File: src/sv/yuyv_rgb_pkg.sv
package yuyv_rgb_pkg;

  // Byte positions inside one packed group.
  localparam logic [1:0] PhaseY0 = 2'd0;
  localparam logic [1:0] PhaseV  = 2'd1;
  localparam logic [1:0] PhaseY1 = 2'd2;
  localparam logic [1:0] PhaseU  = 2'd3;

  // Group queue between the byte front end and the conversion back end.
  localparam int QDepth = 2;
  localparam int QPtrW  = $clog2(QDepth);
  localparam int QCntW  = $clog2(QDepth + 1);

  // Signed width of every product and sum in the color matrix.
  localparam int SumW = 20;
  typedef logic signed [SumW-1:0] sum_t;

  localparam sum_t CoefY  = 20'sd298;
  localparam sum_t CoefRv = 20'sd409;
  localparam sum_t CoefGu = 20'sd100;
  localparam sum_t CoefGv = 20'sd208;
  localparam sum_t CoefBu = 20'sd516;
  localparam sum_t Round  = 20'sd128;
  localparam logic signed [9:0] LumaOfs   = 10'sd16;
  localparam logic signed [9:0] ChromaOfs = 10'sd128;

  typedef struct packed {
    logic [7:0] y0;
    logic [7:0] y1;
    logic [7:0] u;
    logic [7:0] v;
    logic       frame_end;
  } group_t;

  typedef struct packed {
    logic full;
    logic empty;
  } q_stat_t;

  // Floor shift by eight and saturate to one unsigned byte.
  function automatic logic [7:0] clamp_pix(sum_t s);
    logic [7:0] res;
    if (s[SumW-1]) begin
      res = 8'd0;
    end else if (|s[SumW-2:16]) begin
      res = 8'hFF;
    end else begin
      res = s[15:8];
    end
    return res;
  endfunction

endpackage

File: src/sv/yuyv_rgb_front.sv
module yuyv_rgb_front (
  input  logic                  clk,
  input  logic                  rst_n,
  input  logic                  in_valid,
  output logic                  in_ready,
  input  logic [7:0]            in_data_byte,
  input  logic                  in_frame_end,
  input  yuyv_rgb_pkg::q_stat_t q_stat,
  output logic                  q_push,
  output yuyv_rgb_pkg::group_t  q_wdata
);
  import yuyv_rgb_pkg::*;

  logic [1:0] phase_r, phase_nxt;
  logic [7:0] y0_r, v_r, y1_r;
  logic       in_acc;

  // Only the fourth byte needs room in the queue.
  assign in_ready = !((phase_r == PhaseU) && q_stat.full);
  assign in_acc   = in_valid && in_ready;
  assign q_push   = in_acc && (phase_r == PhaseU);

  assign q_wdata.y0        = y0_r;
  assign q_wdata.y1        = y1_r;
  assign q_wdata.u         = in_data_byte;
  assign q_wdata.v         = v_r;
  assign q_wdata.frame_end = in_frame_end;

  always_comb begin
    if (in_frame_end) begin
      phase_nxt = PhaseY0;
    end else begin
      phase_nxt = phase_r + 2'd1;
    end
  end

  always_ff @(posedge clk) begin
    if (!rst_n) begin
      phase_r <= PhaseY0;
    end else if (in_acc) begin
      phase_r <= phase_nxt;
    end
  end

  always_ff @(posedge clk) begin
    if (in_acc) begin
      unique case (phase_r)
        PhaseY0: y0_r <= in_data_byte;
        PhaseV:  v_r  <= in_data_byte;
        PhaseY1: y1_r <= in_data_byte;
        PhaseU:  ;
        default: ;
      endcase
    end
  end

endmodule

File: src/sv/yuyv_rgb_queue.sv
module yuyv_rgb_queue (
  input  logic                  clk,
  input  logic                  rst_n,
  input  logic                  push,
  input  yuyv_rgb_pkg::group_t  wdata,
  input  logic                  pop,
  output yuyv_rgb_pkg::group_t  rdata,
  output yuyv_rgb_pkg::q_stat_t stat
);
  import yuyv_rgb_pkg::*;

  group_t           mem_r [QDepth];
  logic [QPtrW-1:0] wr_ptr_r, rd_ptr_r, wr_ptr_nxt, rd_ptr_nxt;
  logic [QCntW-1:0] cnt_r, cnt_nxt;

  assign stat.full  = (cnt_r == QCntW'(QDepth));
  assign stat.empty = (cnt_r == '0);
  assign rdata      = mem_r[rd_ptr_r];

  always_comb begin
    wr_ptr_nxt = (wr_ptr_r == QPtrW'(QDepth - 1)) ? '0 : wr_ptr_r + 1'b1;
    rd_ptr_nxt = (rd_ptr_r == QPtrW'(QDepth - 1)) ? '0 : rd_ptr_r + 1'b1;
    cnt_nxt    = cnt_r;
    if (push && !pop) begin
      cnt_nxt = cnt_r + 1'b1;
    end else if (pop && !push) begin
      cnt_nxt = cnt_r - 1'b1;
    end
  end

  always_ff @(posedge clk) begin
    if (!rst_n) begin
      wr_ptr_r <= '0;
      rd_ptr_r <= '0;
      cnt_r    <= '0;
    end else begin
      if (push) begin
        wr_ptr_r <= wr_ptr_nxt;
      end
      if (pop) begin
        rd_ptr_r <= rd_ptr_nxt;
      end
      cnt_r <= cnt_nxt;
    end
  end

  always_ff @(posedge clk) begin
    if (push) begin
      mem_r[wr_ptr_r] <= wdata;
    end
  end

endmodule

File: src/sv/yuyv_rgb_back.sv
module yuyv_rgb_back (
  input  logic                  clk,
  input  logic                  rst_n,
  input  yuyv_rgb_pkg::group_t  q_rdata,
  input  yuyv_rgb_pkg::q_stat_t q_stat,
  output logic                  q_pop,
  output logic                  out_valid,
  input  logic                  out_ready,
  output logic [7:0]            out_red,
  output logic [7:0]            out_green,
  output logic [7:0]            out_blue,
  output logic                  out_pair_last,
  output logic                  out_frame_last
);
  import yuyv_rgb_pkg::*;

  logic             sel_r, s1_valid_r, out_valid_r;
  logic             out_adv, s1_adv, s1_load;
  logic [7:0]       y_sel;
  logic signed [9:0] y_off, d_off, e_off;
  sum_t             c_r, rv_r, g_r, bu_r;
  sum_t             c_nxt, rv_nxt, g_nxt, bu_nxt;
  logic             pair_r, flast_r;
  sum_t             r_sum, g_sum, b_sum;
  logic [7:0]       red_r, green_r, blue_r;
  logic             out_pair_r, out_flast_r;

  assign out_adv = !out_valid_r || out_ready;
  assign s1_adv  = !s1_valid_r || out_adv;
  assign s1_load = !q_stat.empty && s1_adv;
  // A group leaves the queue once its second pixel enters the multiplier stage.
  assign q_pop   = s1_load && sel_r;

  always_comb begin
    y_sel  = sel_r ? q_rdata.y1 : q_rdata.y0;
    y_off  = $signed({2'b00, y_sel}) - LumaOfs;
    d_off  = $signed({2'b00, q_rdata.u}) - ChromaOfs;
    e_off  = $signed({2'b00, q_rdata.v}) - ChromaOfs;
    c_nxt  = sum_t'(y_off) * CoefY;
    rv_nxt = sum_t'(e_off) * CoefRv;
    g_nxt  = -(sum_t'(d_off) * CoefGu) - (sum_t'(e_off) * CoefGv);
    bu_nxt = sum_t'(d_off) * CoefBu;
    r_sum  = c_r + rv_r + Round;
    g_sum  = c_r + g_r + Round;
    b_sum  = c_r + bu_r + Round;
  end

  always_ff @(posedge clk) begin
    if (!rst_n) begin
      sel_r       <= 1'b0;
      s1_valid_r  <= 1'b0;
      out_valid_r <= 1'b0;
    end else begin
      if (s1_adv) begin
        s1_valid_r <= !q_stat.empty;
      end
      if (s1_load) begin
        sel_r <= !sel_r;
      end
      if (out_adv) begin
        out_valid_r <= s1_valid_r;
      end
    end
  end

  always_ff @(posedge clk) begin
    if (s1_load) begin
      c_r     <= c_nxt;
      rv_r    <= rv_nxt;
      g_r     <= g_nxt;
      bu_r    <= bu_nxt;
      pair_r  <= sel_r;
      flast_r <= sel_r && q_rdata.frame_end;
    end
    if (out_adv && s1_valid_r) begin
      red_r       <= clamp_pix(r_sum);
      green_r     <= clamp_pix(g_sum);
      blue_r      <= clamp_pix(b_sum);
      out_pair_r  <= pair_r;
      out_flast_r <= flast_r;
    end
  end

  assign out_valid      = out_valid_r;
  assign out_red        = red_r;
  assign out_green      = green_r;
  assign out_blue       = blue_r;
  assign out_pair_last  = out_pair_r;
  assign out_frame_last = out_flast_r;

endmodule

File: src/sv/packed_yuyv_to_rgb_stream_core.sv
// The first pixel of a group passes the queue, the multiplier register and the
// output register after its fourth byte is accepted; the second pixel follows.
// One byte per cycle in, one pixel per cycle out while out_ready is high.
// Input stalls only when a fourth byte meets a full two-group queue.
// Reset (rst_n low, synchronous) returns the byte phase to the first luma byte,
// empties the queue and drops any pixel in flight.
module packed_yuyv_to_rgb_stream_core (
  input  logic       clk,
  input  logic       rst_n,
  input  logic       in_valid,
  output logic       in_ready,
  input  logic [7:0] in_data_byte,
  input  logic       in_frame_end,
  output logic       out_valid,
  input  logic       out_ready,
  output logic [7:0] out_red,
  output logic [7:0] out_green,
  output logic [7:0] out_blue,
  output logic       out_pair_last,
  output logic       out_frame_last
);
  import yuyv_rgb_pkg::*;

  // The front end gathers the four bytes of a group (Y0, V, Y1, U) and pushes
  // one complete group word into the queue when U arrives. A frame end on any
  // earlier byte simply rewinds the phase, so a partial group is dropped.
  group_t  q_wdata, q_rdata;
  q_stat_t q_stat;
  logic    q_push, q_pop;

  yuyv_rgb_front u_front (
    .clk          (clk),
    .rst_n        (rst_n),
    .in_valid     (in_valid),
    .in_ready     (in_ready),
    .in_data_byte (in_data_byte),
    .in_frame_end (in_frame_end),
    .q_stat       (q_stat),
    .q_push       (q_push),
    .q_wdata      (q_wdata)
  );

  // The queue decouples the byte side from the pixel side, so an output stall
  // does not stop bytes until two whole groups are waiting.
  yuyv_rgb_queue u_queue (
    .clk   (clk),
    .rst_n (rst_n),
    .push  (q_push),
    .wdata (q_wdata),
    .pop   (q_pop),
    .rdata (q_rdata),
    .stat  (q_stat)
  );

  // The back end converts each group into two pixels: a multiplier stage forms
  // the BT.601 products, then an add, round, shift and clamp stage feeds the
  // output register.
  yuyv_rgb_back u_back (
    .clk            (clk),
    .rst_n          (rst_n),
    .q_rdata        (q_rdata),
    .q_stat         (q_stat),
    .q_pop          (q_pop),
    .out_valid      (out_valid),
    .out_ready      (out_ready),
    .out_red        (out_red),
    .out_green      (out_green),
    .out_blue       (out_blue),
    .out_pair_last  (out_pair_last),
    .out_frame_last (out_frame_last)
  );

endmodule

File: config.mk
export PLATFORM = sky130hd
export DESIGN_NAME = packed_yuyv_to_rgb_stream_core
export DESIGN_NICKNAME = d
export VERILOG_FILES = /design/src/sv/yuyv_rgb_pkg.sv /design/src/sv/yuyv_rgb_front.sv /design/src/sv/yuyv_rgb_queue.sv /design/src/sv/yuyv_rgb_back.sv /design/src/sv/packed_yuyv_to_rgb_stream_core.sv
export SDC_FILE = /design/constraint.sdc
export NUM_CORES = 1
export LEC_CHECK = 0
export BUFFER_PORTS_ARGS = -buffer_cell sky130_fd_sc_hd__buf_4
export CAP_MARGIN = 20
export CORE_MARGIN = 3
export CORE_UTILIZATION = 45
export CTS_CLUSTER_SIZE = 10
export DETAILED_ROUTE_END_ITERATION = 10
export GPL_ROUTABILITY_DRIVEN = 0
export GPL_TIMING_DRIVEN = 0
export HOLD_SLACK_MARGIN = 0.05
export PLACE_DENSITY = 0.7
export SYNTH_ARGS = -nofsm -noshare
export SYNTH_HDL_FRONTEND = slang
export SYNTH_SLANG_ARGS = --single-unit
File: constraint.sdc
create_clock -name clk -period 5.9 [get_ports clk]
set_input_delay 0.59 -clock clk [delete_from_list [all_inputs] [get_ports clk]]
set_output_delay 0.59 -clock clk [all_outputs]
set_load 0.02 [all_outputs]
==> results of run 1 <==
-- final cells by class --
class	instances	area, sq um	area share [%]
Clock inverter	15	229	1.39
Tap cell	435	544	3.31
Timing Repair Buffer	50	428	2.60
Clock buffer	17	425	2.58
Inverter	141	529	3.21
Sequential cell	199	5880	35.7
Multi-Input combinational cell	867	8350	50.7
Buffer	8	83.8	0.509
-- sequential cells by signal, indices dropped and copies added (netlist names), 2 cells and up, named ones only --
register / cells
u_back.g_r: 18
u_front.y1_r: 8
u_queue.cnt_r: 2
u_queue.mem_r: 66
u_back.out_blue: 8
u_back.rv_r: 18
u_back.bu_r: 17
u_back.c_r: 18
u_front.y0_r: 8
u_back.out_green: 8
u_front.v_r: 8
u_front.phase_r: 2
u_back.out_red: 8
-- synthesized netlist by cell type, types with 3 or more instances --
| master | number |
|---|---|
| a211o_1 | 3 |
| a211oi_1 | 6 |
| a21boi_0 | 9 |
| a21o_1 | 27 |
| a21oi_1 | 60 |
| a221oi_1 | 4 |
| a31o_2 | 3 |
| a31oi_1 | 5 |
| and2_1 | 12 |
| and3_1 | 8 |
| clkbuf_1 | 4 |
| dfxtp_1 | 10 |
| edfxtp_1 | 189 |
| fa_1 | 37 |
| ha_1 | 289 |
| inv_1 | 139 |
| mux2_2 | 12 |
| mux2i_1 | 10 |
| mux4_2 | 8 |
| nand2_1 | 31 |
| nand2b_1 | 7 |
| nand3_1 | 16 |
| nand3b_1 | 4 |
| nand4_1 | 4 |
| nor2_1 | 59 |
| nor2b_1 | 19 |
| nor3_1 | 17 |
| nor3b_1 | 3 |
| o211ai_1 | 3 |
| o21a_1 | 19 |
| o21ai_0 | 31 |
| o21ai_1 | 3 |
| o21bai_1 | 7 |
| o221ai_1 | 3 |
| o311ai_0 | 3 |
| o31ai_1 | 3 |
| or2_2 | 5 |
| or3_1 | 6 |
| xnor2_1 | 59 |
| xor2_1 | 32 |
-- layer usage --
metal	wire [um]	share of wire (%)
met1	13000	48
met2	13200	48
met3	643	2.3
met4	573	2.1
met5	0	0
-- critical path: cells and delay by family, from the launching register on --
family,cells,cell delay (ns)
adder cells (fa/ha/maj),6,2.06
AO/OA/AOI/OAI,8,1.30
buffers and inverters,5,0.59
AND/OR/NAND/NOR,4,0.56
multiplexers,1,0.35
flip-flops,1,0.33
XOR/XNOR,1,0.15
-- report_power, final --
| group | switching, uW | internal [uW] |
|---|---|---|
| combinational | 57.6 | 44.9 |
| clock | 661 | 610 |
| sequential | 4.34 | 1540 |
| total | 723 | 2200 |
-- timing repair --
| action | 4_1_cts | 5_1_grt |
|---|---|---|
| endpoints found under the setup margin | 15 | 9 |
| pin swaps | 0 | 4 |
| buffers inserted | 0 | 5 |
| gates resized for setup | 23 | 28 |
| gates cloned | 0 | 1 |
-- through the flow --
| step | utilization (%) | std cells | hold WS (ns) |
|---|---|---|---|
| after global placement | 48.5 | 1690 | 0.401 |
| final | 51.8 | 1732 | 0.330 |
| after floorplan | - | 1215 | 0.400 |
| after detailed placement | 48.9 | 1694 | 0.411 |
| after CTS | 51.2 | 1726 | 0.317 |
| after global routing | 51.8 | 1732 | 0.319 |
-- cell families after synthesis --
| family | share of synthesized area (%) |
|---|---|
| AOI/OAI and AO/OA | 10.5 |
| xor gates and xnor gates | 5.57 |
| adders and majority gates | 29.9 |
| buffers and inverters | 3.90 |
| DFF | 40.3 |
| muxes | 3.00 |
| and+or+nand+nor | 6.93 |
-- final timing paths --
path	to	cells past startpoint
max reg2reg	u_back.g_r[19]	25
max	u_back.g_r[19]	25
min reg2reg	u_back.out_pair_last	0
min	u_queue.mem_r[1][0]	1
==> PnR_summary.wiki, run 1 <==
{| class="wikitable"
! Metric !! Value
|-
| Met3 global-route usage || under 10%
|-
| Gate count of the mapped netlist || approximately 1.2k
|-
| Total power consumption of the routed design || just under 3000 uW
|-
| Share of post-route cells with drive strength above 1 || roughly an eighth
|-
| Remaining design rule violation count || 0
|-
| Diodes inserted || 0
|-
| Average footprint of a synthesized cell || 12.0 sq um
|-
| CTS tree || done
|-
| Post-route clock period utilization || about 96%
|-
| Initial antenna violation count || 0
|-
| Critical Path Source Type || register
|-
| Fill cell total of the finished layout || 2715
|-
| Crit path largest cell delay || approximately 0.5 ns
|-
| Clock latency at the later pin of the worst-skew pair || 0.46 ns
|-
| Areal power density over the cells || roughly 180 mW/mm^2
|-
| Transition time at the pin with the least slew margin || ~0.94 ns
|-
| Area of the mapped netlist || approximately 0.015 sq mm
|-
| Fin crit period || 5.63 ns
|-
| Overall via count from detail_route || 9028
|-
| Final setup vio count || 0
|-
| Routed wire per std cell || approximately 16 um
|-
| Number of nets at the end of the flow || roughly 1.6k
|-
| HPWL Detailed || roughly 21000 um
|-
| Global-route met1 utilization || between 20% and 30%
|-
| Htree depth || 4
|-
| Die Footprint || around 0.035 sq mm
|-
| Number of hold-slack violations in the final timing report || 0
|-
| Number of library cell types mapped by synthesis || 77
|-
| Detailed Routing Iterations Pass 1 || 4
|-
| Most area-consuming cells after synthesis || edfxtp_1 (39%), ha_1 (25%), fa_1 (5.1%)
|-
| Commonest cells after routing, fill and taps aside || ha_1 (286), edfxtp_1 (189), inv_1 (137)
|-
| Total detailed-routing wirelength || roughly 27000 um
|-
| Primary FF master, synth || edfxtp_1
|-
| Required time reported for the critical path endpoint || a little over 6 ns
|-
| Count of routing violations after the opening detailed-route iteration || between 400 and 500
|-
| Top cell type by total area after synthesis || edfxtp_1
|-
| I/O pin cnt || 41
|-
| Post-synthesis to final-layout area growth || 12.8%
|-
| Setup total negative slack || 0 ns
|-
| Startpoint of the tightest hold check path || in_frame_end
|-
| PortBufs || 40
|-
| Proportion of synthesized chip area in sequential cells || between 40% and 50%
|-
| Yosys warning total || 0
|-
| Fraction of registers with async set/reset || 0%
|-
| Register clock-pin slew on the reported worst setup and hold paths || 0.09 ns
|-
| Via density || 5.21
|-
| Standby leakage power || 0.00714 uW
|-
| Post-place setup slack || -0.818 ns
|-
| Die X-Extent || between 150 and 200 um
|-
| Hold/Removal Path Class || in2reg
|-
| Number of enable flip-flop cells after synthesis || 189
|-
| Kind of critical path || reg2reg
|-
| Net count of the mapped netlist || ~1.6k
|-
| Fraction of post-synthesis cell area in the top cell type by area || between 30% and 40%
|-
| Initial Utilization || around 46%
|-
| Flop and latch count out of synthesis || 199
|-
| Maximum count of clock buffers along a single path || 2
|-
| Root buffer selected by CTS || clkbuf_16
|-
| Global routing met2 resource utilization || a little over a quarter
|-
| Slew Limit Fails || 0
|-
| Maximum vdd drop || between 0.15 and 0.2 mV
|-
| Fin worst setup slack || approximately 0.27 ns
|-
| Layer with the highest usage after global routing || met2
|-
| Post-route cell area || between 0.015 and 0.02 sq mm
|-
| Critical path peak fanout || 11
|-
| # Max-Cap Violations || 0
|-
| Most common library cell in the layout ignoring fill and taps || ha_1
|-
| Die boundary height || 186 um
|-
| Arrival time reported for the critical path endpoint || slightly below 6 ns
|-
| Grt ovf || 0
|-
| Maximum number of pins on one net before global-route repair || 34
|-
| Clock sink total || 199
|-
| Standard-cell row count || 65
|-
| Vias in the first global route || 8971
|-
| Maximum clock frequency || around 180 MHz
|-
| Placement-stage cell area || 0.0155 sq mm
|-
| First-pass GRT wire length || ~45000 um
|-
| Remaining number of nets flagged by the antenna check after routing || 0
|-
| Slowest library cell on the worst path || fa_1
|-
| Core Region || between 0.03 and 0.04 sq mm
|-
| Cell seen most often among critical-path stages || ha_1
|-
| Rel. slew slack || between 30% and 40%
|-
| Global Route Usage Sum || between 15 and 20%
|-
| R2r setup slk || between 0.2 and 0.3 ns
|-
| Result of the run || finished clean
|-
| CP Capture Type || register
|-
| Number of hold buffers added after CTS || 0
|-
| TritonCTS Buffers || 17
|-
| Max Clock Skew || between 0.015 and 0.02 ns
|}
No activity file was read; power rests on OpenSTA's default activity.
==> run 2: changes to the inputs <==
--- a/config.mk
+++ b/config.mk
@@ -7,7 +7,6 @@
 export LEC_CHECK = 0
 export BUFFER_PORTS_ARGS = -buffer_cell sky130_fd_sc_hd__buf_4
 export CAP_MARGIN = 20
-export CORE_MARGIN = 3
 export CORE_UTILIZATION = 45
 export CTS_CLUSTER_SIZE = 10
 export DETAILED_ROUTE_END_ITERATION = 10
==> PnR_summary.wiki, run 2 (synthesis results as in run 1) <==
{| class="wikitable"
! Metric !! Value
|-
| Post-route clock period utilization || 95.6% (+0.11 points)
|-
| Initial Utilization || 46.0% (+0.12 points)
|-
| Standard-cell row count || 65 (unchanged)
|-
| Initial antenna violation count || 0 (unchanged)
|-
| Die boundary height || 182 um (-2.1%)
|-
| Remaining number of nets flagged by the antenna check after routing || 0 (unchanged)
|-
| Register clock-pin slew on the reported worst setup and hold paths || 0.08 ns (about the same)
|-
| Kind of critical path || reg2reg
|-
| Final setup vio count || 0 (unchanged)
|-
| Post-synthesis to final-layout area growth || 12.1%
|-
| Overall via count from detail_route || 8985 (-0.48%)
|-
| CP Capture Type || register
|-
| Max FFs per register || 66 (unchanged)
|-
| Post-place setup slack || -0.847 ns (-0.0286 ns)
|-
| # Max-Cap Violations || 0 (unchanged)
|-
| Via density || 5.29 (+1.5%)
|-
| WHS Path Cells || 1 (unchanged)
|-
| I/O pin cnt || 41 (unchanged)
|-
| Arrival time reported for the critical path endpoint || 5.83 ns (about the same)
|-
| First-pass GRT wire length || 43900 um (-2.0%)
|-
| Reg with most FFs || u_queue.mem_r
|-
| Share of post-route cells with drive strength above 1 || 12.1% (-0.22 points)
|-
| Max Clock Skew || 0.0208 ns (+0.00133 ns)
|-
| Commonest cells after routing, fill and taps aside || ha_1 (285), edfxtp_1 (189), inv_1 (136)
|-
| Most common library cell in the layout ignoring fill and taps || ha_1
|-
| Number of hold-slack violations in the final timing report || 0 (unchanged)
|-
| Detailed Routing Iterations Pass 1 || 6 (+2)
|-
| Startpoint of the tightest hold check path || in_frame_end
|-
| Count of routing violations after the opening detailed-route iteration || 415 (+1.5%)
|-
| Clock sink total || 199 (unchanged)
|-
| Remaining design rule violation count || 0 (unchanged)
|-
| Clock latency at the later pin of the worst-skew pair || 0.45 ns (about the same)
|-
| Critical Path Source Type || register
|-
| PortBufs || 40 (unchanged)
|-
| Hold/Removal Path Class || in2reg
|-
| Slew Limit Fails || 0 (unchanged)
|-
| RSZ-0062 raised after global routing || no
|-
| Areal power density over the cells || 172 mW/mm^2 (-3.1%)
|-
| Maximum clock frequency || 177 MHz (-0.12%)
|-
| Core Region || 0.0317 sq mm (-0.26%)
|-
| R2r worst-path depth || 20 (-20%)
|-
| Maximum count of clock buffers along a single path || 2 (unchanged)
|-
| Number of hold buffers added after CTS || 0 (unchanged)
|-
| Rel. slew slack || 44.2% (+6.8 points)
|-
| Global Route Usage Sum || 16.9% (+0.49 points)
|-
| Critical path peak fanout || 11 (unchanged)
|-
| Reg2Reg Capture Point || u_back.rv_r[18]
|-
| TritonCTS Buffers || 17 (unchanged)
|-
| Diodes inserted || 0 (unchanged)
|-
| Number of nets at the end of the flow || 1622 (-0.062%)
|-
| Die X-Extent || 182 um (-2.1%)
|-
| R2r setup slk || 0.26 ns (about the same)
|-
| Die Footprint || 0.0332 sq mm (-4.3%)
|-
| HPWL Detailed || 21100 um (-0.87%)
|-
| Standby leakage power || 0.00710 uW (-0.53%)
|-
| Maximum number of pins on one net before global-route repair || 34 (unchanged)
|-
| CTS tree || done
|-
| Routed wire per std cell || 15.7 um (-0.63%)
|-
| Result of the run || finished clean
|-
| Required time reported for the critical path endpoint || 6.09 ns (-0.02 ns)
|-
| Terminating pin of the worst hold path || u_queue.mem_r[0][0]
|-
| Setup total negative slack || 0 ns (unchanged)
|-
| Root buffer selected by CTS || clkbuf_16
|-
| Total detailed-routing wirelength || 26700 um (-2.6%)
|-
| Htree depth || 4 (unchanged)
|-
| Grt ovf || 0 (unchanged)
|-
| Transition time at the pin with the least slew margin || 0.835 ns (-0.102 ns)
|-
| Fin worst setup slack || 0.259 ns (-0.00654 ns)
|-
| Maximum vdd drop || 0.225 mV (+20%)
|-
| Vias in the first global route || 8625 (-3.9%)
|-
| Fin crit period || 5.64 ns (+0.00654 ns)
|}
## run 2: cell count changes in the layout (fill, tap and decap cells not counted), moves of 2 or more
| cell | change |
|---|---|
| inv_16 | -2 |
| a21oi_1 | +2 |
| inv_12 | -5 |
| inv_6 | +4 |
| a21oi_2 | -2 |
| clkinv_8 | +2 |
## run 2: how the worst max path moves through the flow
stage,to,slack (ns),cells after the start
after floorplan,u_back.rv_r[18],0.04,20
after global placement,u_queue.cnt_r[1],-1.93,7
after detailed placement,u_back.g_r[19],-0.85,25
after CTS,u_back.g_r[19],0.005,25
after global routing,u_back.c_r[16],0.02,21
final,u_back.rv_r[18],0.26,20
## run 2: cell type report
type	count	area (sq um)
sequential	199	5880
clock buffer	18	429
inverter	141	529
multi-input combinational	867	8350
buffer	8	83.8
timing repair buffer	49	420
fill	2706	15400
clock inverter	14	173
tap	402	503
## run 2: metrics by stage
stage / cell area, sq um / power, uW / std cells / hold slack (ns) / util [%]
2_1_floorplan: 14600 / 1650 / 1215 / 0.400 / -
3_5_place_dp: 15500 / 1680 / 1661 / 0.406 / 48.9
5_1_grt: 16400 / 2900 / 1698 / 0.341 / 51.6
3_3_place_gp: 15400 / 1680 / 1657 / 0.402 / 48.5
6_report: 16400 / 2810 / 1698 / 0.338 / 51.6
4_1_cts: 16200 / 2840 / 1693 / 0.326 / 51.1
## run 2: repair_timing
| action | CTS | global route |
|---|---|---|
| pin swaps | 0 | 2 |
| gates resized for setup | 24 | 23 |
| setup buffers | 0 | 4 |
| gates cloned | 0 | 1 |
| endpoints found under the hold margin | 0 | 0 |
| setup endpoints to repair | 15 | 7 |
## run 2: critical path, stage by stage, from the launching register on
cell       delay (ns)
dfxtp_1          0.33
buf_6            0.14
buf_12           0.17
clkbuf_16        0.17
mux2_2           0.40
ha_4             0.25
ha_1             0.28
inv_1            0.08
fa_1             0.45
fa_1             0.56
inv_1            0.05
ha_1             0.32
fa_1             0.48
a21o_1           0.21
a21oi_2          0.17
nor2b_1          0.06
o21a_1           0.19
o22a_1           0.21
a211o_1          0.31
a21oi_1          0.17
mux2_2           0.37
## run 2: report_power, final
group	switching [uW]	total [uW]	leakage (uW)	internal (uW)
Combinational	56.7	101	0.00502	44.6
Sequential	4.35	1550	0.00179	1540
Clock	588	1160	0.000291	576
Total	649	2810	0.00710	2160
## run 2: per-layer routing
layer  global-route usage [%]  up-vias  routed length [um]
met5                        0        -                   0
met4                     4.37        0                 279
met3                     2.47       17                 739
met2                     28.0      148               12700
met1                     23.0     4251               13000
li1                         -     4569                   -
